## src/rtl/xid_pkg.sv

```systemverilog
`default_nettype none
package xid_pkg;
  localparam int MaxColors   = 256;
  localparam int ColorIdxW   = 8;
  localparam int ColorCntW   = 9;
  localparam int MaxKeyChars = 2;
  localparam int MaxDim      = 1024;
  localparam int DimW        = 11;
  localparam int PosW        = 12;
  localparam int KeyW        = 16;
  localparam logic [PosW-1:0] PosMax = 12'hFFF;

  typedef enum logic [1:0] {
    PH_HEADER = 2'd0,
    PH_COLORS = 2'd1,
    PH_PIXELS = 2'd2,
    PH_DONE   = 2'd3
  } phase_t;

  // Commands from controller to datapath.
  typedef struct packed {
    logic step;        // process the accepted item
    logic search_clr;  // reset search index
    logic search_inc;  // advance search index
    logic emit;        // load output register from current entry
  } xid_cmd_t;

  // Status from datapath to controller.
  typedef struct packed {
    logic need_search; // item closes a key group inside the row
    logic hit;         // current table entry matches
    logic search_end;  // current index is the last valid entry
  } xid_sts_t;
endpackage
`default_nettype wire

```

## src/rtl/xid_ctrl.sv

```systemverilog
`default_nettype none
module xid_ctrl (
  input  wire                clk,
  input  wire                rst_n,
  input  wire                in_valid,
  output logic               in_ready,
  output logic               out_valid,
  input  wire                out_ready,
  input  xid_pkg::xid_sts_t  sts,
  output xid_pkg::xid_cmd_t  cmd
);
  typedef enum logic [1:0] {S_IDLE, S_WAIT, S_SRCH} st_t;
  st_t st_r, st_nxt;
  logic out_valid_nxt;

  assign in_ready = (st_r == S_IDLE);

  always_comb begin
    st_nxt = st_r;
    out_valid_nxt = out_valid && !out_ready;
    cmd = '0;
    unique case (st_r)
      S_IDLE: begin
        if (in_valid) begin
          cmd.step = 1'b1;
          cmd.search_clr = 1'b1;
          if (sts.need_search) st_nxt = S_WAIT;
        end
      end
      S_WAIT: st_nxt = S_SRCH;
      S_SRCH: begin
        if (sts.hit) begin
          if (!out_valid || out_ready) begin
            cmd.emit = 1'b1;
            out_valid_nxt = 1'b1;
            st_nxt = S_IDLE;
          end
        end else if (sts.search_end) begin
          st_nxt = S_IDLE;
        end else begin
          cmd.search_inc = 1'b1;
          st_nxt = S_WAIT;
        end
      end
      default: st_nxt = S_IDLE;
    endcase
  end

  always_ff @(posedge clk) begin
    if (!rst_n) begin
      st_r <= S_IDLE;
      out_valid <= 1'b0;
    end else begin
      st_r <= st_nxt;
      out_valid <= out_valid_nxt;
    end
  end
endmodule
`default_nettype wire

```

## config.mk

```make
export PLATFORM = sky130hd
export DESIGN_NAME = xid_ctrl
export DESIGN_NICKNAME = d
export VERILOG_FILES = /design/src/rtl/xid_pkg.sv /design/src/rtl/xid_ctrl.sv
export SDC_FILE = /design/constraint.sdc
export NUM_CORES = 1
export LEC_CHECK = 0
export BUFFER_PORTS_ARGS = -buffer_cell sky130_fd_sc_hd__buf_4
export CELL_PAD_IN_SITES_DETAIL_PLACEMENT = 2
export CELL_PAD_IN_SITES_GLOBAL_PLACEMENT = 2
export CORE_AREA = 2 2 39 41
export CTS_CLUSTER_SIZE = 16
export DETAILED_ROUTE_END_ITERATION = 8
export DIE_AREA = 0 0 41 43
export GPL_ROUTABILITY_DRIVEN = 0
export GPL_TIMING_DRIVEN = 0
export PLACE_DENSITY_LB_ADDON = 0.12
export SETUP_SLACK_MARGIN = 0.4
export SYNTH_ARGS = -nofsm -noshare
export SYNTH_HDL_FRONTEND = slang
export SYNTH_SLANG_ARGS = --single-unit
```

## constraint.sdc

```tcl
create_clock -name clk -period 1 [get_ports clk]
set_clock_uncertainty 0.15 [all_clocks]
set_input_delay 0.15 -clock clk [delete_from_list [all_inputs] [get_ports clk]]
set_output_delay 0.15 -clock clk [all_outputs]
set_load 0.02 [all_outputs]
```

==> results of run 1 <==
==> through the flow <==
| step | TNS, ns | instance area, µm² | power (µW) | util [%] |
|---|---|---|---|---|
| floorplan | -0.2245 | 207.7 | 169.3 | - |
| finish | -1.706 | 406.6 | 436.0 | 29.39 |
| detailed placement | -0.5087 | 317.8 | 213.7 | 22.97 |
| global route | -2.032 | 406.6 | 470.8 | 29.39 |
| global placement | -0.4432 | 317.8 | 211.4 | 22.97 |
| CTS | -1.789 | 399.1 | 447.9 | 28.84 |
==> power groups by stage <==
stage / Clock, µW / Sequential [µW] / Combinational (µW)
after global routing: 235 / 126 / 109
final: 208 / 126 / 102
after detailed placement: 0 / 130 / 83.8
after floorplan: 0 / 129 / 40.6
after CTS: 220 / 126 / 102
after global placement: 0 / 130 / 81.8
==> cell type report <==
class | instances | share of cell area [%]
clock buffer | 4 | 6.462
multi-input combinational | 14 | 32.31
tap | 16 | 4.923
sequential | 3 | 17.54
timing repair buffer | 16 | 36.00
buffer | 1 | 2.769
==> timing repair <==
action                     4_1_cts  5_1_grt
hold buffers                     0        0
gates resized for setup          7        2
setup endpoints to repair        9        9
setup buffers                    4        0
pin swaps                        0        2
==> worst paths after layout <==
path	startpoint	end	cells after the start
max	st_r[0]$_SDFFE_PN0P_	cmd[0]	3
min	rst_n	st_r[1]$_SDFFE_PN0P_	3
max reg2reg	st_r[1]$_SDFFE_PN0P_	st_r[0]$_SDFFE_PN0P_	3
min reg2reg	st_r[0]$_SDFFE_PN0P_	st_r[1]$_SDFFE_PN0P_	2
==> worst reg2reg max path, cell delays in order, from the launching register on <==
cell     delay (ns)
dfxtp_4        0.37
buf_6          0.10
or3b_1         0.34
a21oi_1        0.12
==> state kept, by name, indices dropped and copies added (netlist names) <==
register	cells
st_r	2
out_valid	1
==> routing by layer <==
layer	vias to the layer above	part of all wire (%)	global-route usage, %
li1	105	-	-
met1	99	38	8.654
met2	7	57	10.63
met3	0	4.3	3.141
met4	0	0	8.000
met5	-	0	0
==> cell families (layout without fill, tap and decap cells) <==
| logic type | count (synthesis) | count (layout) | synth area share [%] |
|---|---|---|---|
| AO/OA/AOI/OAI | 3 | 3 | 10.77 |
| buffers and inverters | 1 | 21 | 4.617 |
| flip-flops | 3 | 3 | 36.92 |
| AND/OR/NAND/NOR | 11 | 11 | 47.70 |
==> cells in the final DEF, fill, tap and decap left out, types with 2 or more instances in the layout <==
master,instances
buf_6,8
clkbuf_4,3
buf_4,9
dfxtp_4,3
nand3b_1,3
nand2b_1,2
==> flow_summary.ini, run 1 <==
[clock_network]
numCtsBuffers = 3
cts_max_level = 1
clkLatencyLatePin_ns = 0.23
root_buffer = clkbuf_4
cts_tree = yes
cts.path.max_buffers = 2
clkTransAtPathRegs_ns = 0.04
clock_sinks = 3

[global_route]
grt_max_degree = 7
overflow = 0
grt_antenna_before_repair = 0
grt_pass1_wl_um = 869
grt_use_total_pct = 7.924
grt_pass1_vias = 218

[die]
die-area_um2 = 1763
initial_core_util_pct = 11.75
ioPinCount = 13
design.core.area_um2 = 1384
fp.dieH_um = 43
fp.dieW_um = 41
rows = 14

[synth]
synth_seq_cells = 3
synth_enable_flop_cells = 0
syn-cell-area_um2 = 162.7
synth_common_cells = dfxtp_1 (3), nand3b_1 (3), nand2b_1 (2)
synth_flop_cell = dfxtp_1
synth_nets = 25
synth-async-reset-ratio_pct = 0
yosysTopAreaCell = dfxtp_1
synth_cells = 18
yosys.area.top_type_share_pct = 36.92
yosysUniqueCellTypes = 13
postSynthAreaPerCell_um2 = 9.036
yosys_warnings = 0
seq_area_frac_synth_pct = 36.92
synth_top_cells_by_area = dfxtp_1 (37%), nand3b_1 (14%), nand2b_1 (7.7%)

[detailed_routing]
ant_nets = 0
drt_pass1_iterations = 2
post_drt_wl_per_cell_um = 9.481
routed_via_density = 3.907
drcViolationCount = 0
num_vias = 211
drt_wl_total_um = 512
initialDrtViolationCount = 4

[timing]
hold_viol = 0
fmax_mhz = 732.3
worst_pin_slew_ns = 0.1807
setup_viol = 7
holdWs_ns = 0.03295
fin_crit_sh_pct = 136.6
timing.slew.headroom_pct = 87.90
fin_crit_ns = 1.366
slew_viol_final = 0
rsz0062_at_grt = yes
setup_ws_ns = -0.3656

[finish]
n_antenna_cell = 0
final_cell_count_no_fill = 54
multi_input_area_um2 = 131.4
final_nets = 46
syn_to_final_growth_pct = 150.0
n_fill_cell = 160
drive_above_1_share_pct = 73.68
seqCellArea_um2 = 71.32

[power_and_ir_drop]
pwr-share-clk_pct = 47.8
leakagePower_uw = 0.0001708
swShare_pct = 23.92
p_comb_share_pct = 23.4
power.density_nw_per_um2 = 1072
max-vdd-ir-drop_mv = 0.3050
switching_power_uw = 104.3
pwr-share-seq_pct = 28.8
p_int_uw = 331.7

[critical_path]
crit_type = register to output pin
critPathLaunchType = register
critPathMaxFanout = 6
worst_path_largest_cell_delay_ns = 0.36
crit_family = flip-flops
crit_slowest_cell = dfxtp_4
worstPathRequired_ns = 0.70
cp-end-kind = output pin
worst-r2r-setup-slack_ns = -0.16
worstPathCellList = nand3b_1, nor2b_4, buf_6
cp.arrival_ns = 1.07
path_buf_inv = 1

[outcome]
violations = negative setup slack
run_status = finished, violations left

[placement]
dp_worst_setup_slack_ns = -0.1418
place_inst = 46
dp_hpwl_um = 412.9
io_buffers = 12

[min_path]
hp-class = primary input to register

[run]
max-cap-violations = 0
No activity file was read; power rests on OpenSTA's default activity.
==> run 2, diff against run 1 <==
- REMOVE_ABC_BUFFERS: default -> 1
==> run 2 against run 1 <==
Compared with the run above:
- the flow still finishes with violations (negative setup slack)
- sequential share of layout area is 0.13 points lower
- worst setup slack better by 0.030 ns
- die area stayed put
- clock-buffer cell count stayed put
- final cell count stayed put
- core utilization is 0.81 points lower
- final area is 2.8% lower
- non-clock buffer count stayed put
- flip-flop and latch count stayed put
- critical path depth is 1 lower
- clock power is 2% higher
- critical path type unchanged
- critical endpoint is now cmd[1]
==> flow_summary.ini, run 2 (synthesis gave the netlist of run 1 again) <==
[timing]
fin_crit_sh_pct = 133.5
fin_crit_ns = 1.335
setup_viol = 8
setup_ws_ns = -0.3353
slew_viol_final = 0
rsz0062_at_grt = yes
worst_pin_slew_ns = 0.2014
fmax_mhz = 748.9
hold_viol = 0
timing.slew.headroom_pct = 86.52

[finish]
drive_above_1_share_pct = 76.32
reg_top3 = st_r (2), out_valid (1)
n_antenna_cell = 0
multi_input_area_um2 = 130.1
design_area_um2 = 395.4
final_cell_mix = buf_4 (11), buf_6 (6), nand3b_1 (3), clkbuf_4 (3)
syn_to_final_growth_pct = 143.1
final_nets = 46
seqCellArea_um2 = 68.82
top_register = st_r
final_common_cell = buf_4
largest_reg_flops = 2
n_fill_cell = 157

[detailed_routing]
ant_nets = 0
num_vias = 218
drt_wl_total_um = 659
post_drt_wl_per_cell_um = 12.20
initialDrtViolationCount = 2
drcViolationCount = 0
routed_via_density = 4.037
drt_pass1_iterations = 2

[die]
die-area_um2 = 1763
rows = 14
fp.dieH_um = 43
fp.dieW_um = 41
initial_core_util_pct = 11.75
ioPinCount = 13
design.core.area_um2 = 1384

[critical_path]
worstPathRequired_ns = 0.70
crit_slowest_cell = dfxtp_4
cp.arrival_ns = 1.04
crit_type = register to output pin
cp-end-kind = output pin
critPathLaunchType = register
worst_path_largest_cell_delay_ns = 0.36
critPathMaxFanout = 5
worstPathCellList = nor4b_4, buf_4
crit_family = flip-flops
path_buf_inv = 1

[power_and_ir_drop]
power.density_nw_per_um2 = 1123
leakagePower_uw = 0.0001624
max-vdd-ir-drop_mv = 0.2535

[placement]
dp_worst_setup_slack_ns = -0.2364
place_area_um2 = 265.3
io_buffers = 12

[clock_network]
cts_tree = yes
clkTransAtPathRegs_ns = 0.04
root_buffer = clkbuf_4
cts_max_level = 1
cts.path.max_buffers = 2
numCtsBuffers = 3
clock_sinks = 3
clkLatencyLatePin_ns = 0.23
hold_buffers = 0

[global_route]
grt_max_degree = 7
grt_antenna_before_repair = 0
overflow = 0
grt_use_total_pct = 9.510
grt_pass1_vias = 263
grt_pass1_wl_um = 1028

[outcome]
run_status = finished, violations left
violations = negative setup slack

[min_path]
hp-class = primary input to register

[run]
max-cap-violations = 0
==> run 2: stage by stage <==
stage          setup TNS (ns)  power (µW)  hold slack, ns  cells  utilization [%]
3_3_place_gp          -0.5111       197.0          0.2637     45            19.17
4_1_cts                -1.570       426.9         0.03275     51            24.77
5_1_grt                -2.094       482.0         0.05581     54            28.57
2_1_floorplan          -1.286       156.7          0.1295     17                -
6_report               -1.674       443.8         0.04108     54            28.57
3_5_place_dp          -0.6454       198.9          0.2723     45            19.17
==> run 2: what timing repair did <==
| item | CTS | global route |
|---|---|---|
| endpoints found under the setup margin | 9 | 9 |
| buffers inserted | 2 | 3 |
| resized for setup | 13 | 8 |
| pin swaps | 2 | 3 |
==> run 2: cell type report <==
type | count | share of cell area [%]
Timing Repair Buffer | 17 | 37.97
Multi-Input combinational cell | 14 | 32.91
Sequential cell | 3 | 17.41
Clock buffer | 4 | 6.646
Tap cell | 16 | 5.063
==> run 2: final timing paths <==
path,to,slack (ns),from,depth (start not counted)
max reg2reg,st_r[1]$_SDFFE_PN0P_,-0.11,st_r[0]$_SDFFE_PN0P_,4
min reg2reg,st_r[1]$_SDFFE_PN0P_,0.41,out_valid$_SDFF_PN0_,2
max,cmd[1],-0.34,st_r[0]$_SDFFE_PN0P_,2
min,st_r[1]$_SDFFE_PN0P_,0.04,rst_n,3
==> run 2: metal layers <==
| layer | share of wire [%] | GRT usage (%) | vias up |
|---|---|---|---|
| met2 | 59 | 15.94 | 10 |
| met3 | 4.6 | 1.571 | 2 |
| met4 | 2.3 | 12.00 | 0 |
| met5 | 0 | 0 | - |
| li1 | - | - | 104 |
| met1 | 34 | 7.325 | 102 |
==> run 2: worst min-delay path: stages <==
cell,delay [ns]
buf_4,0.10
nand3b_1,0.07
o21ai_1,0.06
==> run 2: report_power, final <==
group	internal [µW]	total, µW	switching, µW
logic	61.3	103	41.2
clock network	150	213	63.7
registers	121	128	6.97
